===== src/rtl/omcm_pkg.sv =====
`timescale 1ns / 1ps
`default_nettype none
// ----------------------------------------------------------------------------
// omcm_pkg
// Shared types and constants of the ordered midpoint circle mask: state
// encoding, controller/datapath command and status words, field widths.
// ----------------------------------------------------------------------------
package omcm_pkg;

    // Field widths
    localparam int COORD_W = 8;   // stored octant coordinate
    localparam int IDX_W   = 11;  // entry index
    localparam int CNT_W   = 11;  // ring count
    localparam int PT_W    = 9;   // signed point offset
    localparam int ERR_W   = 12;  // recurrence error and gradient terms
    localparam int WORD_W  = 2 * COORD_W;
    localparam int QTR_W   = CNT_W - 2;     // quarter ring count
    localparam int MSQ_W   = 2 * COORD_W + 2;

    // Radius saturation limit
    localparam int MAX_RADIUS = 255;

    // Diagonal corners follow the ring entries
    localparam int NUM_CORNERS = 4;

    // Operation codes carried in the input tuser
    localparam logic OP_BUILD = 1'b0;
    localparam logic OP_FETCH = 1'b1;

    typedef logic signed [ERR_W-1:0] t_err;
    typedef logic signed [PT_W-1:0]  t_point;

    typedef enum logic [1:0] {
        ST_IDLE,
        ST_BUILD,
        ST_BUILD_OUT,
        ST_FETCH_OUT
    } t_state;

    // Controller to datapath
    typedef struct packed {
        logic start_build;  // load recurrence start values
        logic start_fetch;  // decode index, read octant store
        logic step;         // advance arc and diagonal search
        logic load_out;     // load output register
        logic load_build;   // output word is a build result, commit build
    } t_dp_cmd;

    // Datapath to controller
    typedef struct packed {
        logic arc_done;
        logic diag_done;
    } t_dp_sts;

endpackage

`default_nettype wire


===== src/rtl/omcm_ctrl.sv =====
`timescale 1ns / 1ps
`default_nettype none
// ----------------------------------------------------------------------------
// omcm_ctrl
// Sequencer: accepts one word at a time, runs a build until the arc and the
// diagonal search are both done, and owns the output word valid flag.
// ----------------------------------------------------------------------------
module omcm_ctrl
    import omcm_pkg::*;
(
    input  wire logic    i_clk,
    input  wire logic    i_rst_n,
    input  wire logic    i_in_valid,
    input  wire logic    i_in_op,
    input  wire logic    i_out_ready,
    input  wire t_dp_sts i_sts,
    output logic         o_in_ready,
    output logic         o_out_valid,
    output t_dp_cmd      o_cmd
);

    t_state r_state;
    t_state n_state;
    logic   r_out_valid;
    logic   n_out_valid;
    logic   w_out_free;
    logic   w_accept;

    assign o_in_ready  = (r_state == ST_IDLE);
    assign o_out_valid = r_out_valid;
    assign w_out_free  = !r_out_valid || i_out_ready;
    assign w_accept    = i_in_valid && o_in_ready;

    // State and output slot registers
    always_ff @(posedge i_clk) begin
        if (!i_rst_n) begin
            r_state     <= ST_IDLE;
            r_out_valid <= 1'b0;
        end else begin
            r_state     <= n_state;
            r_out_valid <= n_out_valid;
        end
    end

    // Next state and commands
    always_comb begin
        n_state     = r_state;
        o_cmd       = '0;
        n_out_valid = r_out_valid && !i_out_ready;
        case (r_state)
            ST_IDLE: begin
                if (w_accept) begin
                    if (i_in_op == OP_BUILD) begin
                        o_cmd.start_build = 1'b1;
                        n_state           = ST_BUILD;
                    end else begin
                        o_cmd.start_fetch = 1'b1;
                        n_state           = ST_FETCH_OUT;
                    end
                end
            end
            ST_BUILD: begin
                o_cmd.step = 1'b1;
                if (i_sts.arc_done && i_sts.diag_done) begin
                    n_state = ST_BUILD_OUT;
                end
            end
            ST_BUILD_OUT: begin
                if (w_out_free) begin
                    o_cmd.load_out   = 1'b1;
                    o_cmd.load_build = 1'b1;
                    n_out_valid      = 1'b1;
                    n_state          = ST_IDLE;
                end
            end
            ST_FETCH_OUT: begin
                if (w_out_free) begin
                    o_cmd.load_out = 1'b1;
                    n_out_valid    = 1'b1;
                    n_state        = ST_IDLE;
                end
            end
            default: begin
                n_state = ST_IDLE;
            end
        endcase
    end

endmodule

`default_nettype wire


===== config.mk =====
export PLATFORM = sky130hd
export DESIGN_NAME = omcm_ctrl
export DESIGN_NICKNAME = d
export VERILOG_FILES = /design/src/rtl/omcm_pkg.sv /design/src/rtl/omcm_ctrl.sv
export SDC_FILE = /design/constraint.sdc
export NUM_CORES = 1
export LEC_CHECK = 0
export ABC_AREA = 1
export ABC_CLOCK_PERIOD_IN_PS = 1940
export BUFFER_PORTS_ARGS = -buffer_cell sky130_fd_sc_hd__buf_2
export CORE_AREA = 2 2 39 41
export CTS_BUF_LIST = sky130_fd_sc_hd__clkbuf_8
export DETAILED_ROUTE_END_ITERATION = 10
export DIE_AREA = 0 0 41 43
export GPL_ROUTABILITY_DRIVEN = 0
export HOLD_SLACK_MARGIN = 0.02
export SYNTH_ARGS = -nofsm -noshare
export SYNTH_HDL_FRONTEND = slang
export SYNTH_SLANG_ARGS = --single-unit
export TNS_END_PERCENT = 20

===== constraint.sdc =====
create_clock -name i_clk -period 1.94 [get_ports i_clk]
set_input_delay 0 -clock i_clk [delete_from_list [all_inputs] [get_ports i_clk]]
set_output_delay 0 -clock i_clk [all_outputs]
set_load 0.005 [all_outputs]

==> metrics.md, run 1 <==
| Metric | Value |
|---|---|
| Row count | 14 |
| Fin crit share | between 50% and 60% |
| Total track usage | 7.82% |
| Synth top area share | slightly above 30% |
| Diodes inserted | 0 |
| Port Buffer Count | 13 |
| M1 WL | 171 microns |
| Syn_nets | 40 |
| TritonCTS Buffers | 3 |
| CTS tree | built |
| Clock Power Share | 50.4% |
| Hold_buf cts | 0 |
| CP Capture Point | o_cmd[3] |
| Worst slew margin | 85.9% |
| Final setup viols | 0 |
| CTS H-Tree Depth | 1 |
| Crit-path max cell delay | approximately 0.35 ns |
| Sequential element share of the synthesized area | 30.4% |
| Crit path from | r_state[0] |
| Outcome | finished clean |
| First drt pass iteration count | 4 |
| Top cells by area, synth | dfxtp_1, nand2_1, nor2_1 |
| Clock sinks | 3 |
| Sequential share of power | 24.8% |
| Largest net degree at the start of global routing | 6 |
| Final Hold Vio Count | 0 |
| Hold crit path type | input pin to flop |
| Starting density of the core | 14.3% |
| GRT overflow | 0 |
| Clock-pin slew on the worst setup and hold paths | 0.03 ns |
| Slowest cell on the critical path | dfxtp_1 |
| Top sig layer | met3 |
| Clock skew | 0.000238 ns |
| DRT antenna net count | 0 |
| Max-slew violations | 0 |
| Worst-margin pin slew | ~0.21 ns |
| Layout cells sized above 1 | 42.0% |
| # nets final | 58 |
| Non-Filler Instances | between 60 and 70 |
| Psw | 99.5 uW |
| Max Cap Viol | 0 |
| CP Data Required Time | 1.94 ns |
| Synth area leader | dfxtp_1 |
| Vias per cell | 3.89 |
| Sw Share | about 29% |
| Post-CTS resize count | 0 |
| Setup TNS Final | 0 ns |
| Clock root buffer master | clkbuf_8 |
| # placed instances | 62 |
| Met3 WL | 64 microns |
| Initial antenna violation count | 0 |
| Critical path arrival | a little over 1 ns |
| Synth warn | 0 |
| Vias in the first global route | roughly 240 |
| Fillers | 163 |
| CP Capture Type | primary output |
| # DRC | 0 |
| Drt total wl | 552 microns |
| Tot Pwr | ~350 uW |
| Post CTS Setup Buffer Count | 0 |
| Avg Cell Area, Syn | 5.99 sq um |
| Vias | 257 |
| Die X | 41 microns |
| Initial DRC Count | 7 |
| Cell count after synthesis | 33 |
| PwrDens | 1050 nW/um^2 |
| WL per Instance | around 8.4 microns |
| Global-route wire length before repair | approximately 840 microns |
| Pleak | 0.202 nW |
| Clock Latency Late Sink | 0.21 ns |
| Worst r2r path cells | 5 |
| Min Tclk post-route | 1.02 ns |
| DP Wirelength | 471 microns |
| Int Pwr | 246 uW |
| Max clock buf depth | 2 |
| R2R setup slack | 1.02 ns |
| Combinational Power Share | 24.8% |
| Wire length on met2 | 316 microns |
| Worst-path fanout max | 4 |
| Top-level I/O count | 14 |
| Core footprint | 1380 sq um |
| Fmax | 0.982 GHz |
| Worst setup SP type | flop |
| Die Y | around 43 microns |
| Kind of critical path | flop to primary output |
| Synthesized area | 198 sq um |
| Largest vdd supply drop | 247 uV |
| Die ar. | 1760 sq um |
| Worst r2r src | r_state[1] |
| FF-to-FF End | r_state[1] |
| Area Growth Syn to Fin | 65.8% |
| Worst path cell trace | nor2_2, nand2_1, nor2_1, buf_2 |
| FF+latch count, synth | 3 |
| RSZ-0062 raised after global routing | false |
| Hold path cells | 3 |
| Synth cell types | 11 |
cell families (layout without fill, tap and decap cells):
| kind of cell | Yosys count | in the layout | synth area share, % |
|---|---|---|---|
| flip-flops | 3 | 3 | 30.4 |
| AND/OR/NAND/NOR | 21 | 21 | 50.0 |
| buffers and inverters | 7 | 24 | 13.3 |
| AO/OA/AOI/OAI | 2 | 2 | 6.33 |
power by group through the flow:
stage	combinational, mW	clock [mW]	sequential (mW)
floorplan	0.0522	0	0.0840
global placement	0.0865	0	0.0854
detailed placement	0.0874	0	0.0865
CTS	0.0876	0.181	0.0856
global route	0.0967	0.188	0.0875
finish	0.0857	0.174	0.0858
worst min-delay path by stage:
| stage | start | to | slack, ns |
|---|---|---|---|
| after floorplan | i_in_op | o_cmd[4] | 0.03 |
| after global placement | i_in_op | o_cmd[4] | 0.24 |
| after detailed placement | i_in_op | o_cmd[4] | 0.24 |
| after CTS | i_rst_n | r_state[0] | 0.04 |
| after global routing | i_rst_n | r_state[0] | 0.06 |
| final | i_rst_n | r_state[0] | 0.04 |
routing by layer:
layer  vias to the layer above  global-route usage (%)
li1                        134                       -
met1                       113                    5.77
met2                        10                    12.5
met3                         0                    5.76
met4                         0                    6.00
met5                         -                       0
area by class of cell:
cell class                      count  area (sq um)  area share [%]
Tap cell                           16          20.0            6.11
Inverter                            7          26.3            8.02
Sequential cell                     3          60.1            18.3
Clock buffer                        3          41.3            12.6
Clock inverter                      1          3.75            1.15
Multi-Input combinational cell     23           111            34.0
Timing Repair Buffer               13          65.1            19.8
worst max-delay path: cells and delay by family, from the launching register on:
family / cells / cell delay (ns)
flops: 1 / 0.35
simple gates: 3 / 0.34
buf+inv: 1 / 0.11
cells in the final DEF, fill, tap and decap left out, drive strengths merged:
cell and instances:
nand2 7, a21boi 1, nor3 1, dfxtp 3
a21oi 1, nand3 5, clkbuf 3, nor2 8
buf 13, inv 8
through the flow:
step           hold slack, ns  setup slack [ns]  utilization [%]  instance area (sq um)
6_report               0.0401             0.922             23.7                    328
5_1_grt                0.0576             0.855             23.7                    328
4_1_cts                0.0378             0.910             23.7                    328
3_5_place_dp            0.238              1.02             20.4                    283
3_3_place_gp            0.240              1.05             20.4                    283
2_1_floorplan          0.0311              1.10                -                    198
registers in the layout, summed over array words and instances (netlist names):
signal and cells:
r_state 2, o_out_valid 1
synthesized netlist by cell type, drive strengths merged:
cell / n
a21boi: 1
a21oi: 1
dfxtp: 3
inv: 7
nand2: 7
nand3: 5
nor2: 8
nor3: 1
Power figures use the tool's default switching activity.
==> run 2, diff against run 1 <==
--- a/config.mk
+++ b/config.mk
@@ -5,8 +5,8 @@
 export SDC_FILE = /design/constraint.sdc
 export NUM_CORES = 1
 export LEC_CHECK = 0
-export ABC_AREA = 1
-export ABC_CLOCK_PERIOD_IN_PS = 1940
+export ABC_AREA = 0
+export ABC_CLOCK_PERIOD_IN_PS = 940
 export BUFFER_PORTS_ARGS = -buffer_cell sky130_fd_sc_hd__buf_2
 export CORE_AREA = 2 2 39 41
 export CTS_BUF_LIST = sky130_fd_sc_hd__clkbuf_8
==> constraint.sdc (replaced) <==
create_clock -name i_clk -period 0.94 [get_ports i_clk]
set_input_delay 0 -clock i_clk [delete_from_list [all_inputs] [get_ports i_clk]]
set_output_delay 0 -clock i_clk [all_outputs]
set_load 0.005 [all_outputs]
==> metrics.md, run 2 <==
| Metric | Value |
|---|---|
| Largest net degree at the start of global routing | 7 (+1) |
| Initial DRC Count | 0 (-7) |
| Tot Pwr | 591 uW (+71%) |
| Fillers | 165 (+1.2%) |
| Worst setup SP type | flop |
| R2R setup slack | 0.02 ns (-1.00 ns) |
| Initial antenna violation count | 0 (unchanged) |
| Core footprint | 1380 sq um (unchanged) |
| Clock skew | 0.000508 ns (+0.000270 ns) |
| Clock root buffer master | clkbuf_8 |
| Post-route cell area | 314 sq um (-4.2%) |
| RSZ-0062 raised after global routing | true |
| Vias in the first global route | 168 (-31%) |
| CP Data Required Time | 0.94 ns (-1.00 ns) |
| Layout cells sized above 1 | 57.5% (+15 points) |
| Commonest non-fill, non-tap cells in the layout | buf_2, nor2_1, nand2_1, clkbuf_8, dfxtp_2 |
| Combinational Power Share | 14.1% (-11 points) |
| Max clock buf depth | 2 (unchanged) |
| Vias | 208 (-19%) |
| Hold crit path type | input pin to flop |
| # DRC | 0 (unchanged) |
| Int Pwr | 464 uW (+88%) |
| Fmax | between 1 and 1.5 GHz |
| Top cells by count, synth | nor2_1, dfxtp_1, nand2_1, nor2b_1 |
| Final Hold Vio Count | 0 (unchanged) |
| First drt pass iteration count | 1 (-3) |
| Clock sinks | 3 (unchanged) |
| Max Cap Viol | 0 (unchanged) |
| Fin crit share | 104% |
| DRT antenna net count | 0 (unchanged) |
| Row count | 14 (unchanged) |
| Area after DPL | 248 sq um (-12%) |
| Post-route setup slack | -0.0384 ns (-0.960 ns) |
| Total track usage | 5.81% (-2.0 points) |
| Min Tclk post-route | about 1 ns |
| Async S/R FF share, synth | 0% (unchanged) |
| Final setup viols | 3 (+3) |
| Syn_nets | 28 (-30%) |
| Max FFs per register | 2 (unchanged) |
| Diodes inserted | 0 (unchanged) |
| GRT overflow | 0 (unchanged) |
| CTS tree | built |
| Area Growth Syn to Fin | 102% |
| WL per Instance | 8.25 microns (-1.4%) |
| Sw Share | 21.5% (-7.3 points) |
| Synth top area share | 38.7% (+8.3 points) |
| Synth cell types | 10 (-1) |
| Avg Cell Area, Syn | 7.39 sq um (+23%) |
| Most common cell after layout, fill and taps aside | buf_2 |
| Hold path cells | 3 (unchanged) |
| CP Capture Type | primary output |
| Starting density of the core | 11.2% (-3.1 points) |
| Ys flop type | dfxtp_1 |
| # placed instances | 51 (-18%) |
| Synth warn | 0 (unchanged) |
| Violated checks | setup timing |
| Port Buffer Count | 13 (unchanged) |
| Kind of critical path | flop to primary output |
| Top-level I/O count | 14 (unchanged) |
| Most common cell in the netlist | nor2_1 |
| Worst-margin pin slew | 0.113 ns (-0.0985 ns) |
| Max-slew violations | 0 (unchanged) |
| Die Y | 43 microns (unchanged) |
| Pre-CTS WS | -0.00875 ns (-1.03 ns) |
| Sequential element share of the synthesized area | 38.7% (+8.3 points) |
| Biggest register | r_state |
| Worst-path fanout max | 6 (+2) |
| CTS H-Tree Depth | 1 (unchanged) |
| Cell count after synthesis | 21 (-36%) |
| Vias per cell | 3.71 (-4.6%) |
| DP Wirelength | 324 microns (-31%) |
| Global-route wire length before repair | 586 microns (-30%) |
| Top cells by area, synth | dfxtp_1, nor2b_1, nor2_1 |
| Synthesized area | 155 sq um (-22%) |
| Psw | 127 uW (+28%) |
| Worst r2r path cells | 3 (-2) |
| Critical path arrival | 0.98 ns (-0.04 ns) |
| TritonCTS Buffers | 3 (unchanged) |
| # nets final | 48 (-17%) |
| Post-synth EDFFs | 0 (unchanged) |
| PwrDens | 1880 nW/um^2 (+78%) |
| Non-Filler Instances | 56 (-15%) |
| Die X | 41 microns (unchanged) |
| Die ar. | 1760 sq um (unchanged) |
| Clock Latency Late Sink | 0.21 ns (about the same) |
| Sequential share of power | 25.1% (+0.3 points) |
| Pleak | 0.165 nW (-18%) |
| Outcome | complete, but fails checks |
| Largest vdd supply drop | 451 uV (+83%) |
| Drt total wl | 462 microns (-16%) |
| Worst slew margin | 92.4% (+6.5 points) |
| Clock-pin slew on the worst setup and hold paths | 0.03 ns (about the same) |
| FF+latch count, synth | 3 (unchanged) |
| Synth area leader | dfxtp_1 |
| Clock Power Share | 60.8% (+10 points) |
[run 2: changes by cell type after synthesis, moves of 2 or more]
cell     delta
inv_2       -2
nand3_2     -2
inv_1       -4
nor2_1      -3
nand2_1     -4
nor2b_1     +3
[run 2: power groups by stage]
| stage | registers (mW) | clock network, mW | logic, mW |
|---|---|---|---|
| global placement | 0.147 | 0 | 0.0784 |
| detailed placement | 0.147 | 0 | 0.0782 |
| global route | 0.150 | 0.387 | 0.0957 |
| CTS | 0.147 | 0.372 | 0.0830 |
| floorplan | 0.146 | 0 | 0.0365 |
| finish | 0.148 | 0.359 | 0.0834 |
[run 2: path summary, 6_finish.rpt]
path | startpoint | end
worst max register to register | r_state[1] | r_state[1]
worst min-delay path | i_rst_n | o_out_valid
worst min register to register | r_state[0] | r_state[0]
worst max-delay path | r_state[1] | o_cmd[3]
[run 2: layout make-up]
cell class / count / area, sq um / area share (%)
clock buffer: 3 / 41.3 / 13.1
clock inverter: 1 / 3.75 / 1.20
inverter: 1 / 3.75 / 1.20
multi-input combinational: 17 / 101 / 32.3
sequential: 3 / 63.8 / 20.3
tap: 16 / 20.0 / 6.37
timing repair buffer: 15 / 80.1 / 25.5
[run 2: cell families (layout without fill, tap and decap cells)]
family | Yosys count | count (layout) | synth area share, %
compound gates | 3 | 3 | 10.5
flops | 3 | 3 | 38.7
buf+inv | 1 | 20 | 2.42
simple gates | 14 | 14 | 48.4
[run 2: repair_timing]
item / in CTS / in global routing
pin swaps: 1 / 0
buffers inserted: 1 / 0
hold buffers: 0 / 0
endpoints found under the setup margin: 6 / 5
gates resized for setup: 4 / 2
[run 2: critical path: stages, from the launching register on]
cell and delay (ns):
dfxtp_2 0.33, and4bb_1 0.31, buf_2 0.13
[run 2: metal layers]
layer	part of all wire (%)	GRT usage [%]	vias to the layer above	routed length (microns)
met5	0	0	-	0
met4	0	10.0	0	0
met3	10	3.14	0	48
met2	52	6.56	10	242
met1	37	5.11	89	171
li1	-	-	109	-
[run 2: per-stage QoR]
| stage | hold slack (ns) | util, % | TNS (ns) |
|---|---|---|---|
| after floorplan | 0.0311 | - | 0 |
| after global placement | 0.227 | 17.9 | 0 |
| after detailed placement | 0.233 | 17.9 | -0.00875 |
| after CTS | 0.0458 | 22.4 | -0.0970 |
| after global routing | 0.0687 | 22.7 | -0.301 |
| final | 0.0399 | 22.7 | -0.0771 |
==> run 3, diff against run 2 <==
--- a/config.mk
+++ b/config.mk
@@ -5,7 +5,6 @@
 export SDC_FILE = /design/constraint.sdc
 export NUM_CORES = 1
 export LEC_CHECK = 0
-export ABC_AREA = 0
 export ABC_CLOCK_PERIOD_IN_PS = 940
 export BUFFER_PORTS_ARGS = -buffer_cell sky130_fd_sc_hd__buf_2
 export CORE_AREA = 2 2 39 41
@@ -14,6 +13,7 @@
 export DIE_AREA = 0 0 41 43
 export GPL_ROUTABILITY_DRIVEN = 0
 export HOLD_SLACK_MARGIN = 0.02
+export SETUP_SLACK_MARGIN = 0.02
 export SYNTH_ARGS = -nofsm -noshare
 export SYNTH_HDL_FRONTEND = slang
 export SYNTH_SLANG_ARGS = --single-unit
==> metrics.md, run 3 (synthesis gave the netlist of run 2 again) <==
| Metric | Value |
|---|---|
| Outcome | complete, but fails checks |
| Violated checks | setup timing |
| Port Buffer Count | 13 (unchanged) |
| Hold_buf cts | 0 (unchanged) |
| Diodes inserted | 0 (unchanged) |
| Die Y | 43 microns (unchanged) |
| Largest vdd supply drop | 451 uV (unchanged) |
| CP Capture Point | o_cmd[3] |
| Post-route setup slack | -0.0384 ns (+0.0000123 ns) |
| Die ar. | 1760 sq um (unchanged) |
| Fin crit share | 104% (about the same) |
| Vias | 208 (unchanged) |
| Worst r2r path cells | 3 (unchanged) |
| Worst-margin pin slew | 0.113 ns (-0.000113 ns) |
| Final Hold Vio Count | 0 (unchanged) |
| Max Cap Viol | 0 (unchanged) |
| Worst setup SP type | flop |
| Pleak | 0.165 nW (about the same) |
| Min Tclk post-route | 0.978 ns (-0.0000123 ns) |
| FF-to-FF End | r_state[1] |
| Worst slew margin | 92.4% (about the same) |
| Row count | 14 (unchanged) |
| Max FFs per register | 2 (unchanged) |
| Fmax | 1.02 GHz (about the same) |
| TritonCTS Buffers | 3 (unchanged) |
| # nets final | 48 (unchanged) |
| WL per Instance | 8.25 microns (unchanged) |
| PwrDens | 1880 nW/um^2 (about the same) |
| R2R setup slack | 0.02 ns (about the same) |
| Vias per cell | 3.71 (unchanged) |
| Die X | 41 microns (unchanged) |
| Clock Latency Late Sink | 0.21 ns (about the same) |
| Critical path arrival | 0.98 ns (about the same) |
| DP Wirelength | 324 microns (unchanged) |
| Final setup viols | 3 (unchanged) |
| Largest net degree at the start of global routing | 7 (unchanged) |
| Top-level I/O count | 14 (unchanged) |
| Max-slew violations | 0 (unchanged) |
| Most common cell after layout, fill and taps aside | buf_2 |
| CP Capture Type | primary output |
| Core footprint | 1380 sq um (unchanged) |
| Drt total wl | 462 microns (unchanged) |
| Kind of critical path | flop to primary output |
| First drt pass iteration count | 1 (unchanged) |
| Tot Pwr | 591 uW (about the same) |
| Biggest register | r_state |
| Initial antenna violation count | 0 (unchanged) |
| Worst-path fanout max | 6 (unchanged) |
| Layout cells sized above 1 | 57.5% (unchanged) |
| Clock-pin slew on the worst setup and hold paths | 0.03 ns (about the same) |
| CTS H-Tree Depth | 1 (unchanged) |
| CTS tree | built |
| GRT overflow | 0 (unchanged) |
| Hold crit path type | input pin to flop |
| DRT antenna net count | 0 (unchanged) |
| RSZ-0062 raised after global routing | true |
| Clock skew | 0.000508 ns (unchanged) |
| Initial DRC Count | 0 (unchanged) |
| Fillers | 165 (unchanged) |
| Commonest non-fill, non-tap cells in the layout | buf_2, nor2_1, nand2_1, clkbuf_8, dfxtp_2 |
| Worst r2r src | r_state[1] |
| Area Growth Syn to Fin | 102% (unchanged) |
| Clock root buffer master | clkbuf_8 |
| Total track usage | 5.81% (unchanged) |
| # DRC | 0 (unchanged) |
| Starting density of the core | 11.2% (unchanged) |
| CP Data Required Time | 0.94 ns (about the same) |
| Crit path from | r_state[1] |
| Max clock buf depth | 2 (unchanged) |
| Vias in the first global route | 168 (unchanged) |
| Global-route wire length before repair | 586 microns (unchanged) |
| Post-layout util | 22.7% (unchanged) |
| Clock sinks | 3 (unchanged) |
==> run 3: what timing repair did <==
item                                    CTS  global route
resized for setup                         4             2
cloned                                    0             0
pin swaps                                 1             1
endpoints found under the setup margin    6             7
setup buffers                             1             0
endpoints found under the hold margin     0             0
==> run 3: layout make-up <==
| class | count | area, sq um | share of cell area (%) |
|---|---|---|---|
| Timing Repair Buffer | 15 | 80.1 | 25.5 |
| Clock inverter | 1 | 3.75 | 1.20 |
| Multi-Input combinational cell | 17 | 101 | 32.3 |
| Sequential cell | 3 | 63.8 | 20.3 |
| Tap cell | 16 | 20.0 | 6.37 |
| Clock buffer | 3 | 41.3 | 13.1 |
| Inverter | 1 | 3.75 | 1.20 |
==> run 3: critical path, cell delays in order (launching register included) <==
cell	delay [ns]
dfxtp_2	0.33
and4bb_1	0.31
buf_2	0.13
==> run 3: routing by layer <==
layer	up-vias	global-route usage, %	wire, microns
li1	109	-	-
met1	89	5.11	171
met2	10	6.56	242
met3	0	3.14	48
met4	0	10.0	0
met5	-	0	0
==> run 3: worst min-delay path by stage <==
stage                        endpoint  startpoint  depth (start not counted)  slack, ns
after floorplan              o_cmd[4]     i_in_op                          1       0.03
after global placement       o_cmd[4]     i_in_op                          3       0.23
after detailed placement     o_cmd[4]     i_in_op                          3       0.23
after CTS                 o_out_valid     i_rst_n                          3       0.05
after global routing       r_state[1]    i_sts[0]                          3       0.07
final                     o_out_valid     i_rst_n                          3       0.04
==> run 3: stage by stage <==
stage | worst slack, ns | instance area, sq um | TNS [ns] | cells | hold slack [ns]
after floorplan | 0.0341 | 155 | 0 | 21 | 0.0311
after global placement | 0.00859 | 248 | 0 | 51 | 0.227
after detailed placement | -0.00875 | 248 | -0.00875 | 51 | 0.233
after CTS | -0.0658 | 310 | -0.0970 | 56 | 0.0458
after global routing | -0.104 | 314 | -0.301 | 56 | 0.0687
final | -0.0384 | 314 | -0.0772 | 56 | 0.0400
==> run 3: report_power, final <==
part	leakage (nW)	total, mW	switching, mW	internal (mW)
Clock	0.0269	0.359	0.0814	0.278
Sequential	0.0258	0.148	0.00918	0.139
Combinational	0.113	0.0834	0.0366	0.0468
Total	0.165	0.591	0.127	0.464
